<file path="config.mk">
export PLATFORM = sky130hd
export DESIGN_NAME = multichannel_pulse_period_meter_flat
export DESIGN_NICKNAME = d
export VERILOG_FILES = /design/src/design/ppm_pkg.sv /design/src/design/ppm_if.sv /design/src/design/multichannel_pulse_period_meter.sv /design/src/flat_wrapper.sv
export SDC_FILE = /design/constraint.sdc
export NUM_CORES = 2
export LEC_CHECK = 0
export BUFFER_PORTS_ARGS = -buffer_cell sky130_fd_sc_hd__buf_2
export CORE_MARGIN = 2
export CORE_UTILIZATION = 50
export CTS_BUF_LIST = sky130_fd_sc_hd__clkbuf_8
export DETAILED_ROUTE_END_ITERATION = 8
export GPL_TIMING_DRIVEN = 0
export PLACE_DENSITY = 0.72
export SYNTH_ARGS = -nofsm -noshare
export SYNTH_HDL_FRONTEND = slang
export SYNTH_SLANG_ARGS = --single-unit
</file>
<file path="constraint.sdc">
create_clock -name clk_i -period 16.2 [get_ports clk_i]
set_input_delay 4.86 -clock clk_i [delete_from_list [all_inputs] [get_ports clk_i]]
set_output_delay 4.86 -clock clk_i [all_outputs]
set_load 0.01 [all_outputs]
</file>
<file path="src/design/ppm_pkg.sv">
// Shared widths, codes and reset values for the pulse period meter.
`default_nettype none
package ppm_pkg;

  localparam int MaskWidth    = 10;
  localparam int ChanWidth    = 4;
  localparam int TsWidth      = 32;
  localparam int PeriodWidth  = 40;
  localparam int CountWidth   = 32;
  localparam int NsWidth      = 8;
  localparam int CfgIdxWidth  = 1;
  localparam int CfgDataWidth = 8;

  // Channels kept in narrow mode, counted from the top.
  localparam int NarrowChannels = 5;

  localparam logic CmdEdge     = 1'b0;
  localparam logic CmdOverflow = 1'b1;

  localparam logic [CfgIdxWidth-1:0] RegAllChannels = 1'd0;
  localparam logic [CfgIdxWidth-1:0] RegNsPerTick   = 1'd1;

  localparam logic               AllChannelsReset = 1'b1;
  localparam logic [NsWidth-1:0] NsPerTickReset   = 8'd50;

endpackage
`default_nettype wire

</file>
<file path="src/design/ppm_if.sv">
// Request and response channel interfaces of the pulse period meter.
`default_nettype none
interface ppm_req_if;
  logic                            valid;
  logic                            ready;
  logic                            command;
  logic [ppm_pkg::MaskWidth-1:0]   edge_mask;
  logic [ppm_pkg::TsWidth-1:0]     timestamp;

  modport source (output valid, output command, output edge_mask, output timestamp,
                  input ready);
  modport sink   (input valid, input command, input edge_mask, input timestamp,
                  output ready);
endinterface

interface ppm_rsp_if;
  logic                            valid;
  logic                            ready;
  logic                            channel_valid;
  logic [ppm_pkg::ChanWidth-1:0]   channel;
  logic [ppm_pkg::PeriodWidth-1:0] period_ns;
  logic [ppm_pkg::CountWidth-1:0]  channel_hits;
  logic [ppm_pkg::CountWidth-1:0]  global_hits;
  logic [ppm_pkg::CountWidth-1:0]  overflow_count;
  logic                            last;

  modport source (output valid, output channel_valid, output channel, output period_ns,
                  output channel_hits, output global_hits, output overflow_count,
                  output last, input ready);
  modport sink   (input valid, input channel_valid, input channel, input period_ns,
                  input channel_hits, input global_hits, input overflow_count,
                  input last, output ready);
endinterface
`default_nettype wire

</file>
<file path="src/design/multichannel_pulse_period_meter.sv">
// Top level: multichannel pulse period meter with a shared subtract/multiply sequencer.
//
//   channel  | direction | carries
//   ---------+-----------+------------------------------------------------------
//   req_i    | in        | edge event (mask + timestamp) or timer overflow tick
//   rsp_o    | out       | one result per serviced channel, or one status result
//   cfg_*    | in        | register writes: all_channels, ns_per_tick
//
// An overflow tick or an event that services no channel goes from accept
// straight to the result register. An event servicing k channels steps, per
// channel, through the stamp subtractor, the period multiplier and the output
// register with the result.
// A stalled rsp_o holds the sequencer in the output state; req_i.ready is
// high only when no request is in progress. Reset clears all per-channel stamps and counters.
`default_nettype none
module multichannel_pulse_period_meter #(
  parameter int NUM_CHANNELS = 10,
  parameter int STAMP_WIDTH  = 32
) (
  input  wire logic                              clk_i,
  input  wire logic                              rst_ni,
  input  wire logic                              cfg_we_i,
  input  wire logic [ppm_pkg::CfgIdxWidth-1:0]   cfg_idx_i,
  input  wire logic [ppm_pkg::CfgDataWidth-1:0]  cfg_data_i,
  ppm_req_if.sink                                req_i,
  ppm_rsp_if.source                              rsp_o
);

  // Channels that a mask bit can reach.
  localparam int SvcCh  = (NUM_CHANNELS < ppm_pkg::MaskWidth) ? NUM_CHANNELS
                                                              : ppm_pkg::MaskWidth;
  localparam int IdxW   = (SvcCh > 1) ? $clog2(SvcCh) : 1;
  localparam int Lowest = (NUM_CHANNELS > ppm_pkg::NarrowChannels)
                          ? NUM_CHANNELS - ppm_pkg::NarrowChannels : 0;
  localparam int ProdW  = STAMP_WIDTH + ppm_pkg::NsWidth;

  localparam logic [1:0] StIdle = 2'd0;
  localparam logic [1:0] StDiff = 2'd1;
  localparam logic [1:0] StMul  = 2'd2;
  localparam logic [1:0] StOut  = 2'd3;

  logic [1:0]                        state_q, state_d;
  logic                              all_ch_q;
  logic [ppm_pkg::NsWidth-1:0]       ns_q;
  logic [SvcCh-1:0]                  pend_q;
  logic [STAMP_WIDTH-1:0]            stamp_q;
  logic [STAMP_WIDTH-1:0]            stamp_mem_q [SvcCh];
  logic [ppm_pkg::CountWidth-1:0]    hits_mem_q  [SvcCh];
  logic [ppm_pkg::CountWidth-1:0]    total_q;
  logic [ppm_pkg::CountWidth-1:0]    ovf_q;
  logic [IdxW-1:0]                   idx_q;
  logic [STAMP_WIDTH-1:0]            diff_q;
  logic [ppm_pkg::CountWidth-1:0]    hits_q;
  logic                              out_cv_q;
  logic [ppm_pkg::ChanWidth-1:0]     out_chan_q;
  logic [ppm_pkg::PeriodWidth-1:0]   out_per_q;
  logic [ppm_pkg::CountWidth-1:0]    out_hits_q;
  logic                              out_last_q;

  logic [SvcCh-1:0]                  en_w;
  logic [SvcCh-1:0]                  new_pend_w;
  logic [IdxW-1:0]                   top_idx_w;
  logic [STAMP_WIDTH-1:0]            old_w;
  logic [STAMP_WIDTH:0]              sub_w;
  logic                              gt_w;
  logic [STAMP_WIDTH-1:0]            diff_w;
  logic [ProdW-1:0]                  prod_w;
  logic                              req_acc_w;
  logic                              rsp_acc_w;

  assign req_acc_w = req_i.valid && req_i.ready;
  assign rsp_acc_w = rsp_o.valid && rsp_o.ready;

  // Channels allowed by the current mode.
  always_comb begin
    for (int i = 0; i < SvcCh; i++) begin
      en_w[i] = all_ch_q || (i >= Lowest);
    end
  end

  assign new_pend_w = req_i.edge_mask[SvcCh-1:0] & en_w;

  // Highest pending channel wins.
  always_comb begin
    top_idx_w = '0;
    for (int i = 0; i < SvcCh; i++) begin
      if (pend_q[i]) begin
        top_idx_w = IdxW'(i);
      end
    end
  end

  // Shared stamp subtractor; a non-positive difference wraps as new + ones - old.
  assign old_w  = stamp_mem_q[top_idx_w];
  assign sub_w  = {1'b0, stamp_q} - {1'b0, old_w};
  assign gt_w   = !sub_w[STAMP_WIDTH] && (sub_w[STAMP_WIDTH-1:0] != '0);
  assign diff_w = gt_w ? sub_w[STAMP_WIDTH-1:0]
                       : sub_w[STAMP_WIDTH-1:0] - STAMP_WIDTH'(1);

  // Shared period multiplier.
  assign prod_w = ProdW'(diff_q) * ProdW'(ns_q);

  always_comb begin
    state_d = state_q;
    case (state_q)
      StIdle: begin
        if (req_acc_w) begin
          if (req_i.command == ppm_pkg::CmdOverflow || new_pend_w == '0) begin
            state_d = StOut;
          end else begin
            state_d = StDiff;
          end
        end
      end
      StDiff: state_d = StMul;
      StMul:  state_d = StOut;
      StOut: begin
        if (rsp_acc_w) begin
          state_d = out_last_q ? StIdle : StDiff;
        end
      end
      default: state_d = StIdle;
    endcase
  end

  always_ff @(posedge clk_i or negedge rst_ni) begin
    if (!rst_ni) begin
      state_q  <= StIdle;
      all_ch_q <= ppm_pkg::AllChannelsReset;
      ns_q     <= ppm_pkg::NsPerTickReset;
      pend_q   <= '0;
      total_q  <= '0;
      ovf_q    <= '0;
      for (int i = 0; i < SvcCh; i++) begin
        stamp_mem_q[i] <= '0;
        hits_mem_q[i]  <= '0;
      end
    end else begin
      state_q <= state_d;
      if (cfg_we_i && cfg_idx_i == ppm_pkg::RegAllChannels) begin
        all_ch_q <= cfg_data_i[0];
      end
      if (cfg_we_i && cfg_idx_i == ppm_pkg::RegNsPerTick) begin
        ns_q <= cfg_data_i[ppm_pkg::NsWidth-1:0];
      end
      if (state_q == StIdle && req_acc_w) begin
        if (req_i.command == ppm_pkg::CmdOverflow) begin
          ovf_q  <= ovf_q + ppm_pkg::CountWidth'(1);
          pend_q <= '0;
        end else begin
          total_q <= total_q + ppm_pkg::CountWidth'(1);
          pend_q  <= new_pend_w;
        end
      end
      if (state_q == StDiff) begin
        stamp_mem_q[top_idx_w] <= stamp_q;
        hits_mem_q[top_idx_w]  <= hits_mem_q[top_idx_w] + ppm_pkg::CountWidth'(1);
        pend_q[top_idx_w]      <= 1'b0;
      end
    end
  end

  // Datapath registers; control above gates when they matter.
  always_ff @(posedge clk_i) begin
    if (state_q == StIdle && req_acc_w) begin
      stamp_q    <= req_i.timestamp[STAMP_WIDTH-1:0];
      out_cv_q   <= 1'b0;
      out_chan_q <= '0;
      out_per_q  <= '0;
      out_hits_q <= '0;
      out_last_q <= 1'b1;
    end
    if (state_q == StDiff) begin
      idx_q  <= top_idx_w;
      diff_q <= diff_w;
      hits_q <= hits_mem_q[top_idx_w] + ppm_pkg::CountWidth'(1);
    end
    if (state_q == StMul) begin
      out_cv_q   <= 1'b1;
      out_chan_q <= ppm_pkg::ChanWidth'(idx_q);
      out_per_q  <= ppm_pkg::PeriodWidth'(prod_w);
      out_hits_q <= hits_q;
      out_last_q <= (pend_q == '0);
    end
  end

  assign req_i.ready          = (state_q == StIdle);
  assign rsp_o.valid          = (state_q == StOut);
  assign rsp_o.channel_valid  = out_cv_q;
  assign rsp_o.channel        = out_chan_q;
  assign rsp_o.period_ns      = out_per_q;
  assign rsp_o.channel_hits   = out_hits_q;
  assign rsp_o.global_hits    = total_q;
  assign rsp_o.overflow_count = ovf_q;
  assign rsp_o.last           = out_last_q;

endmodule
`default_nettype wire

</file>
<file path="src/flat_wrapper.sv">
// flat-port wrapper written by rule: the top's interface ports become plain ports
module multichannel_pulse_period_meter_flat 
#(
  parameter int NUM_CHANNELS = 10,
  parameter int STAMP_WIDTH  = 32
)
  (clk_i, rst_ni, cfg_we_i, cfg_idx_i, cfg_data_i, req_i_valid, req_i_command, req_i_edge_mask, req_i_timestamp, req_i_ready, rsp_o_valid, rsp_o_channel_valid, rsp_o_channel, rsp_o_period_ns, rsp_o_channel_hits, rsp_o_global_hits, rsp_o_overflow_count, rsp_o_last, rsp_o_ready);
  ppm_req_if req_i_i ();
  ppm_rsp_if rsp_o_i ();
  input  wire logic clk_i;
  input  wire logic rst_ni;
  input  wire logic cfg_we_i;
  input  wire logic [ppm_pkg::CfgIdxWidth-1:0] cfg_idx_i;
  input  wire logic [ppm_pkg::CfgDataWidth-1:0] cfg_data_i;
  input wire logic [$bits(req_i_i.valid)-1:0] req_i_valid;
  input wire logic [$bits(req_i_i.command)-1:0] req_i_command;
  input wire logic [$bits(req_i_i.edge_mask)-1:0] req_i_edge_mask;
  input wire logic [$bits(req_i_i.timestamp)-1:0] req_i_timestamp;
  output wire logic [$bits(req_i_i.ready)-1:0] req_i_ready;
  output wire logic [$bits(rsp_o_i.valid)-1:0] rsp_o_valid;
  output wire logic [$bits(rsp_o_i.channel_valid)-1:0] rsp_o_channel_valid;
  output wire logic [$bits(rsp_o_i.channel)-1:0] rsp_o_channel;
  output wire logic [$bits(rsp_o_i.period_ns)-1:0] rsp_o_period_ns;
  output wire logic [$bits(rsp_o_i.channel_hits)-1:0] rsp_o_channel_hits;
  output wire logic [$bits(rsp_o_i.global_hits)-1:0] rsp_o_global_hits;
  output wire logic [$bits(rsp_o_i.overflow_count)-1:0] rsp_o_overflow_count;
  output wire logic [$bits(rsp_o_i.last)-1:0] rsp_o_last;
  input wire logic [$bits(rsp_o_i.ready)-1:0] rsp_o_ready;
  assign req_i_i.valid = req_i_valid;
  assign req_i_i.command = req_i_command;
  assign req_i_i.edge_mask = req_i_edge_mask;
  assign req_i_i.timestamp = req_i_timestamp;
  assign req_i_ready = req_i_i.ready;
  assign rsp_o_valid = rsp_o_i.valid;
  assign rsp_o_channel_valid = rsp_o_i.channel_valid;
  assign rsp_o_channel = rsp_o_i.channel;
  assign rsp_o_period_ns = rsp_o_i.period_ns;
  assign rsp_o_channel_hits = rsp_o_i.channel_hits;
  assign rsp_o_global_hits = rsp_o_i.global_hits;
  assign rsp_o_overflow_count = rsp_o_i.overflow_count;
  assign rsp_o_last = rsp_o_i.last;
  assign rsp_o_i.ready = rsp_o_ready;
  multichannel_pulse_period_meter #(.NUM_CHANNELS(NUM_CHANNELS), .STAMP_WIDTH(STAMP_WIDTH)) u_core (.clk_i(clk_i), .rst_ni(rst_ni), .cfg_we_i(cfg_we_i), .cfg_idx_i(cfg_idx_i), .cfg_data_i(cfg_data_i), .req_i(req_i_i), .rsp_o(rsp_o_i));
endmodule
</file>
==> impl_metrics.csv <==
group,metric,value,unit
setup_path,r2r_cells,29,
timing,fin_worst_skew,55.4,ps
yosys,synthCells,4965,
clocking,htreeDepth,4,
die,die_w,314,um
routing,viasPerCell,5.86,
die,die_area,98800,um2
cells_and_area,drive_above_1_share,11.2,%
yosys,syn_area_per_cell,9.70,um2
setup_path,crit_path_start_kind,"flop",
yosys,synth-async-reset-ratio,80.3,%
clocking,cts-root-buf,"clkbuf_8",
yosys,syn_area,48100,um2
run_status,violations,"capacitance limit, slew limit",
yosys,synth_nets,5304,
setup_path,r2r-end,"u_core.diff_q[22]",
global_route,antenna_found_initial,6,
die,initial_core_util,50.6,%
routing,vias,39400,
setup_path,cp.required,16810,ps
routing,detail_route.wirelength,148000,um
place,place.gp.congestion,0.957,
setup_path,reg2reg_slack,6470,ps
timing,fin_ws,6470,ps
die,ios,201,
place,hpwl,105000,um
job,drv_cap,1,
setup_path,crit_path_end,"u_core.diff_q[22]",
setup_path,worst_setup_path_end_kind,"flop",
routing,dr.first_iter.drc_count,4707,
setup_path,path_class,"flop to flop",
timing,slew_headroom,-2.73,%
yosys,synth-edff-count,177,
timing,worstMarginPinSlew,1540,ps
clocking,hold_buffers,0,
setup_path,path_common_cell,"buf_2",
setup_path,slowest_stage,"clkbuf_1",
die,core,95200,um2
global_route,grt.total_usage,30.0,%
routing,drc,0,
run_status,status,"complete, but fails checks",
timing,rsz0062_at_grt,"no",
yosys,synth.distinct_cells,87,
clocking,cts_max_path_buffers,3,
place,port_buffers,200,
clocking,path_clk_slew,60,ps
setup_path,cp.arrival,10340,ps
global_route,grt_pass1_wl,227000,um
setup_path,regToRegStartpoint,"u_core.pend_q[4]",
place,place_ws,6780,ps
timing,hold_viol_final,0,
global_route,grt_overflow,0,
timing,setup_viol_count_final,0,
clocking,cts_made_buffers,152,
clocking,cts_sinks,903,
yosys,seq_area_frac_synth,48.8,%
die,die_y,314,um
cells_and_area,n_fill_cell,8281,
global_route,grt_max_degree,119,
timing,max_freq,103,MHz
setup_path,slowest_delay,660,ps
routing,ant_nets,0,
setup_path,worstSetupStartpoint,"u_core.pend_q[4]",
yosys,ys_warn_count,0,
timing,period_minus_slack,9730,ps
cells_and_area,finalNetCount,5667,
timing,drv_slew,11,
clocking,tritoncts,"built",
hold_path,hold_path_class,"flop to flop",
setup_path,critical_path.max_fanout,10,
cells_and_area,syn_to_final_growth,12.1,%
routing,dr.pass1.iters,9,
routing,drt-wirelength-per-cell,22.1,um
global_route,first_global_vias,39000,
timing,fin_crit_sh,60.0,%
clocking,clk_latency,880,ps
yosys,synth_ff_type,"dfrtp_1",
yosys,ys_ff_latch,903,
die,core.rowCount,113,
clocking,cts_setup_buffers,0,
clocking,cts_resized,0,
-- placed cells by master (no fill, tap or decap), types with 19 or more instances in the layout --
cell         n
dfrtp_1    721
and3_1      45
a22oi_1     40
clkbuf_8   181
fa_1       181
nor3_1      33
mux2_2     138
buf_1       34
a221oi_1    46
a21o_1      47
a221o_1     38
xor2_1      74
a21oi_1    172
and2_1     193
nand4_1     19
o21ai_0    402
clkbuf_1   279
ha_1       100
buf_2      216
nand2b_1    22
edfxtp_1   177
a222oi_1    33
xnor2_1    100
inv_1      267
nand3_1     72
nand2_1   1425
nor2_1     100
-- worst min path at each step --
| stage | depth (start not counted) | end | start | slack [ps] |
|---|---|---|---|---|
| 2_1_floorplan | 2 | u_core.hits_mem_q[129] | u_core.hits_mem_q[129] | 440 |
| 3_3_place_gp | 1 | u_core.rsp_o.channel_valid | u_core.rsp_o.channel_valid | 440 |
| 3_5_place_dp | 1 | u_core.rsp_o.channel_valid | u_core.rsp_o.channel_valid | 460 |
| 4_1_cts | 1 | u_core.rsp_o.channel_valid | u_core.rsp_o.channel_valid | 470 |
| 5_1_grt | 1 | u_core.rsp_o.overflow_count[31] | u_core.rsp_o.overflow_count[31] | 480 |
| 6_report | 1 | u_core.rsp_o.overflow_count[31] | u_core.rsp_o.overflow_count[31] | 470 |
-- cell families (layout without fill, tap and decap cells) --
group | after synthesis | count (layout) | share of synthesized area, %
XOR/XNOR | 174 | 174 | 3.17
flip-flops | 903 | 903 | 48.8
adder cells (fa/ha/maj) | 282 | 282 | 10.2
other | 0 | 5 | 0
AO/OA/AOI/OAI | 938 | 938 | 12.4
buffers and inverters | 537 | 1024 | 4.27
multiplexers | 149 | 149 | 3.46
AND/OR/NAND/NOR | 1982 | 1982 | 17.8
-- synthesized netlist by cell type (72+ instances only) --
cell	number	area share, %
nand2_1	1425	11
dfrtp_1	721	37
o21ai_0	402	4.2
clkbuf_1	279	2.2
inv_1	203	1.6
and2_1	193	2.5
fa_1	181	7.5
edfxtp_1	177	11
a21oi_1	172	1.8
mux2_2	138	3.2
ha_1	101	2.6
nor2_1	100	0.78
xnor2_1	100	1.8
xor2_1	74	1.3
nand3_1	72	0.75
-- routing by layer --
layer / part of all wire (%) / wire length, um / track usage (%)
met5: 0.030 / 44 / 0.0967
met4: 4.6 / 6840 / 13.7
met3: 11 / 16500 / 9.46
met2: 44 / 65700 / 45.4
met1: 40 / 59400 / 39.5
-- critical path, delay by kind of cell (launching register included) --
| kind | cells | cell delay (ps) |
|---|---|---|
| simple gates | 7 | 1750 |
| buf+inv | 8 | 3310 |
| compound gates | 10 | 2730 |
| flops | 1 | 470 |
| mux | 1 | 260 |
| xor+xnor | 1 | 170 |
| fa+ha+maj | 2 | 740 |
-- cell type report --
cell class / instances / area, um2 / area share [%]
Antenna cell: 5 / 12.5 / 0.0232
Multi-Input combinational cell: 3525 / 22600 / 41.9
Timing Repair Buffer: 209 / 1260 / 2.33
Sequential cell: 903 / 23500 / 43.5
Tap cell: 1265 / 1580 / 2.93
Clock buffer: 181 / 2490 / 4.62
Buffer: 333 / 1290 / 2.39
Clock inverter: 97 / 454 / 0.842
Inverter: 204 / 766 / 1.42
-- metrics by stage --
step                utilization [%]  area, um2  hold slack, ps  instances  setup TNS (ps)
global placement               53.3      50700             436       6430        -3814900
floorplan                         -      48100             438       4965               0
CTS                            56.7      53900             469       6717               0
global route                   56.7      54000             481       6719               0
finish                         56.7      54000             468       6722               0
detailed placement             53.6      51000             455       6439               0
Power is not shown: default switching activity piles up to over one toggle a cycle in this logic, so the estimate is an artifact.
